==> config.mk <==
export PLATFORM = sky130hd
export DESIGN_NAME = rte_queue
export DESIGN_NICKNAME = d
export VERILOG_FILES = /design/src/rtl/rte_pkg.sv /design/src/rtl/rte_queue.sv
export SDC_FILE = /design/constraint.sdc
export NUM_CORES = 1
export LEC_CHECK = 0
export CORE_MARGIN = 3
export CORE_UTILIZATION = 55
export CTS_CLUSTER_SIZE = 8
export DETAILED_ROUTE_END_ITERATION = 10
export DONT_BUFFER_PORTS = 1
export GPL_ROUTABILITY_DRIVEN = 1
export PLACE_DENSITY_LB_ADDON = 0.08
export SLEW_MARGIN = 5
export SYNTH_ARGS = -nofsm -noshare
export SYNTH_HDL_FRONTEND = slang
export SYNTH_SLANG_ARGS = --single-unit
==> constraint.sdc <==
create_clock -name aclk -period 7.8 [get_ports aclk]
set_clock_uncertainty 0.2 [all_clocks]
set_input_delay 1.56 -clock aclk [delete_from_list [all_inputs] [get_ports aclk]]
set_output_delay 1.56 -clock aclk [all_outputs]
set_load 0.005 [all_outputs]
==> src/rtl/rte_pkg.sv <==
// shared types, codes and helper functions of the route table engine
// no dependencies
package rte_pkg;

    localparam int TABLE_DEPTH = 32;
    localparam int IDX_W = (TABLE_DEPTH > 1) ? $clog2(TABLE_DEPTH) : 1;

    // command codes on the input transaction
    localparam logic [3:0] CMD_LOOKUP  = 4'd0;
    localparam logic [3:0] CMD_USABLE  = 4'd1;
    localparam logic [3:0] CMD_UPDATE  = 4'd2;
    localparam logic [3:0] CMD_REFRESH = 4'd3;
    localparam logic [3:0] CMD_INV_NH  = 4'd4;
    localparam logic [3:0] CMD_INV_REP = 4'd5;
    localparam logic [3:0] CMD_PURGE   = 4'd6;
    localparam logic [3:0] CMD_DEL_IF  = 4'd7;
    localparam logic [3:0] CMD_CLEAR   = 4'd8;

    // result status codes
    localparam logic [1:0] STAT_OK   = 2'd0;
    localparam logic [1:0] STAT_MISS = 2'd1;
    localparam logic [1:0] STAT_FULL = 2'd2;
    localparam logic [1:0] STAT_DONE = 2'd3;

    typedef enum logic [3:0] {
        OP_LOOKUP, OP_USABLE, OP_UPDATE, OP_REFRESH, OP_INV_NH,
        OP_INV_REP, OP_PURGE, OP_DEL_IF, OP_CLEAR, OP_BAD
    } op_t;

    typedef struct packed {
        logic [3:0]  command;
        logic [31:0] now;
        logic [31:0] dest_addr;
        logic [31:0] next_hop;
        logic [7:0]  hop_count;
        logic [31:0] seq_no;
        logic [31:0] expiry_time;
        logic [31:0] lifetime;
        logic [3:0]  iface_index;
    } in_item_t;

    typedef struct packed {
        logic [1:0]  status;
        logic [31:0] out_dest;
        logic [31:0] out_next_hop;
        logic [7:0]  out_hop_count;
        logic [31:0] out_seq_no;
        logic        out_seq_valid;
        logic        out_route_valid;
        logic [31:0] out_expiry;
        logic [3:0]  out_iface;
        logic        last;
    } out_item_t;

    // classified transaction passed from front to back
    typedef struct packed {
        op_t      op;
        in_item_t item;
    } q_item_t;

    typedef struct packed {
        logic [31:0] dest;
        logic [31:0] nh;
        logic [7:0]  hops;
        logic [31:0] seq;
        logic        seq_known;
        logic        valid;
        logic [31:0] expiry;
        logic [3:0]  iface;
    } entry_t;

    function automatic logic [31:0] sat_add(input logic [31:0] a, input logic [31:0] b);
        logic [32:0] s;
        s = {1'b0, a} + {1'b0, b};
        return s[32] ? 32'hFFFF_FFFF : s[31:0];
    endfunction

    // a fresher than b: signed difference positive
    function automatic logic seq_fresher(input logic [31:0] a, input logic [31:0] b);
        logic [31:0] d;
        d = a - b;
        return (d != 32'd0) && !d[31];
    endfunction

    function automatic out_item_t entry_out(input logic [1:0] st, input entry_t e,
                                            input logic lst);
        out_item_t o;
        o.status          = st;
        o.out_dest        = e.dest;
        o.out_next_hop    = e.nh;
        o.out_hop_count   = e.hops;
        o.out_seq_no      = e.seq;
        o.out_seq_valid   = e.seq_known;
        o.out_route_valid = e.valid;
        o.out_expiry      = e.expiry;
        o.out_iface       = e.iface;
        o.last            = lst;
        return o;
    endfunction

    function automatic out_item_t blank_out(input logic [1:0] st, input logic [31:0] d,
                                            input logic lst);
        out_item_t o;
        o          = '0;
        o.status   = st;
        o.out_dest = d;
        o.last     = lst;
        return o;
    endfunction

endpackage

==> src/rtl/rte_queue.sv <==
// two-entry queue between front and back
// depends on rte_pkg
module rte_queue import rte_pkg::*; (
    input  logic    aclk,
    input  logic    aresetn,
    input  logic    in_valid,
    output logic    in_ready,
    input  q_item_t in_data,
    output logic    out_valid,
    input  logic    out_ready,
    output q_item_t out_data
);

    q_item_t    buf_reg [2];
    logic       wp_reg, wp_next;
    logic       rp_reg, rp_next;
    logic [1:0] cnt_reg, cnt_next;
    logic       push, pop;

    assign in_ready  = (cnt_reg != 2'd2);
    assign out_valid = (cnt_reg != 2'd0);
    assign out_data  = buf_reg[rp_reg];
    assign push      = in_valid && in_ready;
    assign pop       = out_valid && out_ready;

    // pointer and fill count
    always_comb begin
        wp_next  = push ? ~wp_reg : wp_reg;
        rp_next  = pop ? ~rp_reg : rp_reg;
        cnt_next = cnt_reg;
        if (push && !pop) begin
            cnt_next = cnt_reg + 2'd1;
        end else if (pop && !push) begin
            cnt_next = cnt_reg - 2'd1;
        end
    end

    always_ff @(posedge aclk) begin
        if (!aresetn) begin
            wp_reg  <= 1'b0;
            rp_reg  <= 1'b0;
            cnt_reg <= 2'd0;
        end else begin
            wp_reg  <= wp_next;
            rp_reg  <= rp_next;
            cnt_reg <= cnt_next;
        end
        if (push) begin
            buf_reg[wp_reg] <= in_data;
        end
    end

endmodule

# Yosys cells after proc, flatten, opt, wreduce, memory -nomap -nowiden
# Memories as Yosys holds them, arrays and structs flattened. A register that Yosys moved wholly into a read port is not among the register bits.
# Cells that the tools add are included.
# word_totals
reg_bits	4
latchBits	0
mem_bits_rw	424
rom_bits	0
input_bits	216
out_inout_bits	214
word_cells	23
n_memories	1
# op_classes
addsub	2
n_mul	0
n_div	0
order_cmp	0
eq_ne	1
shifts	0
mux	6
bitwise_logic	2
reduce_logical	8
# memory_table
name	words	word_bits	rd	rd_clocked_by_memory_dff	wr	line	rtl
buf_reg	2	212	1	1	1	rte_queue.sv:14	q_item_t buf_reg [2];
# ops
operator	n
1-bit logical AND	4
1-bit 2-to-1 mux	4
2-bit 2-to-1 mux	2
2-bit nonzero test	2
2-bit by 1-bit adder with 2-bit output, second input constant	1
1-bit zero test	2
2-bit != test, second input constant	1
1-bit inverter	2
2-bit by 1-bit subtractor with 2-bit output, second input constant	1

# Longest topological paths before layout
# depth
ltp_word	6
mapped_depth	6
depth_no_buf	6

# Worst setup path before layout
# No wires, ideal clock.
# synth_path
path_kind	input port to flip-flop
start	input in_valid
end	memory buf_reg[1][0] (netlist name), enable pin
t_arrival_ns	6.450
required_time_ns	7.000
path_slack_ns	0.550
stages	1
path_buffers	0
path_cell_list	and3_1
# synth_via
elab_chain_cells	3
# synth_rtl
item	line	rtl
start, declared	rte_queue.sv:6	input logic in_valid,
1-bit logical AND	rte_queue.sv:23	assign push = in_valid && in_ready;
1-bit 2-to-1 mux	rte_queue.sv:48	if (push) begin
1-bit 2-to-1 mux (implied by the code)	rte_queue.sv:49	buf_reg[wp_reg] <= in_data;
end, declared	rte_queue.sv:14	
# No other way between the ends.

==> qor.csv <==
metric,value,unit
status,completed,
clock transition at the registers of the reported paths,0.05,ns
final worst slack,3.51,ns
Final #Nets,942,
clock sinks,429,
Lkg Pwr,6.26,nW
Post-CTS Setup Inserts,0,
n_diodes,0,
Fill cells,1999,
routed vias,6281,
Starting Density,0.565,
die width,179,um
Storage cell area,12800,um2
Max-slew headroom,0.249,
CP Data Required Time,6.04,ns
hold slack,0.363,ns
Post-Route WL,30700,um
Resize count post-CTS,0,
drt pass-1 iters,4,
gr busiest metal,met2,
FP Rows,62,
Power Density,351,nW/um2
"Arr. time, crit path",2.53,ns
Synth Instances,684,
Mapped Avg Cell Area,24.0,um2
GRT Util Overall,0.186,
post-DP HPWL,20800,um
synthesized flop and latch total,429,
share of cells above drive strength 1,0.385,
Remaining DRCs,0,
GP Congestion,0.744,
pre-CTS setup slack,3.68,ns
Mapped Area,16400,um2
Final Hold Violating Endpoints,0,
met1 Usage GRT,0.173,
Root Buffer Master,clkbuf_16,
area of placed instances,16600,um2
crit path max fanout,61,
final worst-path cycle share,0.550,
Worst-Margin Slew,1.13,ns
hold_buf cts,0,
Iteration-0 DRC Markers,367,
number of library cell types mapped by synthesis,22,
initial antenna violation count,0,
RSZ-0062 raised after global routing,no,
register area share after synthesis,0.783,
met3 usage,0.121,
Final Cell Area,18200,um2
area of the multi-input gates,3210,um2
setup TNS,0,ns
gr ovfl total,0,
CTS tree,yes,
synth warn,0,
Worst Setup Start Kind,register,
Final Max Tran Viols,0,
Routed WL per cell,27.3,um
largest net degree at the start of global routing,171,
max FFs per register,424,
Hold Crit Class,reg -> reg,
Avg Vias per Cell,5.60,
first-pass GRT wire length,43000,um
maximum clock path buffer count,3,
I/O Pins,430,
I/O Buffers,0,
CP endpoint kind,output port,
Detail Route Antenna Nets,0,
Highest Clock Rate,233,MHz
Max IR drop VDD,0.464,mV
die height,179,um
routing usage on met2,0.325,
Setup CP Type,reg -> out,
Synth Net Count,901,
vias in the first global route,6751,
CTS buffer count,59,
max-cap check violation count,0,
die area,31900,um2
clk_lat worst skew,0.56,ns
Core Region,29000,um2
H-tree Lvls,2,
Setup Viol. Count Final,0,
post-layout minimum cycle time,4.29,ns
area delta synth->final,10.9,%
==> final timing paths <==
path | to | slack (ns) | cells past startpoint | start
worst max-delay path | out_data[201] | 3.51 | 2 | register
worst min-delay path | cnt_reg[1] | 0.36 | 2 | cnt_reg[1]
worst max register to register | buf_reg[0][179] | 4.62 | 4 | cnt_reg[0]
worst min register to register | cnt_reg[1] | 0.36 | 2 | cnt_reg[1]
==> final cells by class <==
cell class / count / share of cell area
clock buffer: 73 / 0.0865
clock inverter: 1 / 0.000276
inverter: 1 / 0.000620
multi-input combinational: 230 / 0.177
sequential: 429 / 0.707
tap: 384 / 0.0264
timing repair buffer: 4 / 0.00303
==> report_power, final <==
part           switching [mW]  internal [mW]
Sequential             0.0887           2.89
Combinational           0.612          0.604
Clock                   0.812           1.37
==> through the flow <==
step | cells | power [mW] | util
2_1_floorplan | 684 | 4.14 | -
3_3_place_gp | 1048 | 4.24 | 0.572
3_5_place_dp | 1048 | 4.27 | 0.572
4_1_cts | 1122 | 6.46 | 0.626
5_1_grt | 1122 | 6.63 | 0.626
6_report | 1122 | 6.38 | 0.626
==> layer usage <==
layer  routed length, um  up-vias
met2               16000      345
li1                    -     2789
met4                 947        0
met1                9000     3100
met5                   0        -
met3                4690       47
==> synth_stat cells <==
master | instances | area (um2)
nand3b_1 | 1 | 7.51
o21ai_1 | 1 | 5.00
a21bo_2 | 1 | 10.0
mux2_4 | 180 | 2700
dfxtp_1 | 5 | 100
mux2_2 | 32 | 360
or3_1 | 1 | 6.26
a21boi_0 | 1 | 7.51
and3_1 | 1 | 6.26
or2_2 | 1 | 6.26
o21ai_0 | 1 | 5.00
buf_12 | 11 | 220
xor2_1 | 1 | 8.76
buf_6 | 10 | 113
buf_2 | 3 | 15.0
xnor2_1 | 2 | 17.5
and2_1 | 4 | 25.0
ha_1 | 1 | 12.5
inv_1 | 1 | 3.75
a21boi_1 | 1 | 7.51
nand2b_4 | 1 | 13.8
edfxtp_1 | 424 | 12700
==> logic make-up after synthesis <==
group,synth area share
AND/OR/NAND/NOR,0.00397
XOR/XNOR,0.00160
AO/OA/AOI/OAI,0.00214
buffers and inverters,0.0215
flip-flops,0.783
adder cells (fa/ha/maj),0.000763
multiplexers,0.187
==> worst max-delay path, stage by stage (launching register included) <==
cell	delay, ns
dfxtp_4	0.58
buf_4	0.90
mux2_4	0.39
==> placed cells by master, fill, tap and decap left out <==
| cell | count |
|---|---|
| clkbuf_1 | 12 |
| nand3b_1 | 1 |
| xnor2_1 | 2 |
| buf_4 | 2 |
| edfxtp_1 | 424 |
| dfxtp_4 | 1 |
| xor2_1 | 1 |
| dfxtp_1 | 4 |
| or3_1 | 1 |
| mux2_2 | 32 |
| a21boi_0 | 1 |
| a21boi_1 | 1 |
| o21ai_0 | 1 |
| nand2b_4 | 1 |
| inv_8 | 1 |
| clkbuf_16 | 61 |
| buf_12 | 2 |
| mux2_4 | 180 |
| o21ai_1 | 1 |
| ha_1 | 1 |
| and3_4 | 1 |
| clkinv_2 | 1 |
| and2_1 | 4 |
| or2_2 | 1 |
| a21bo_2 | 1 |
No activity file was read; power rests on OpenSTA's default activity.
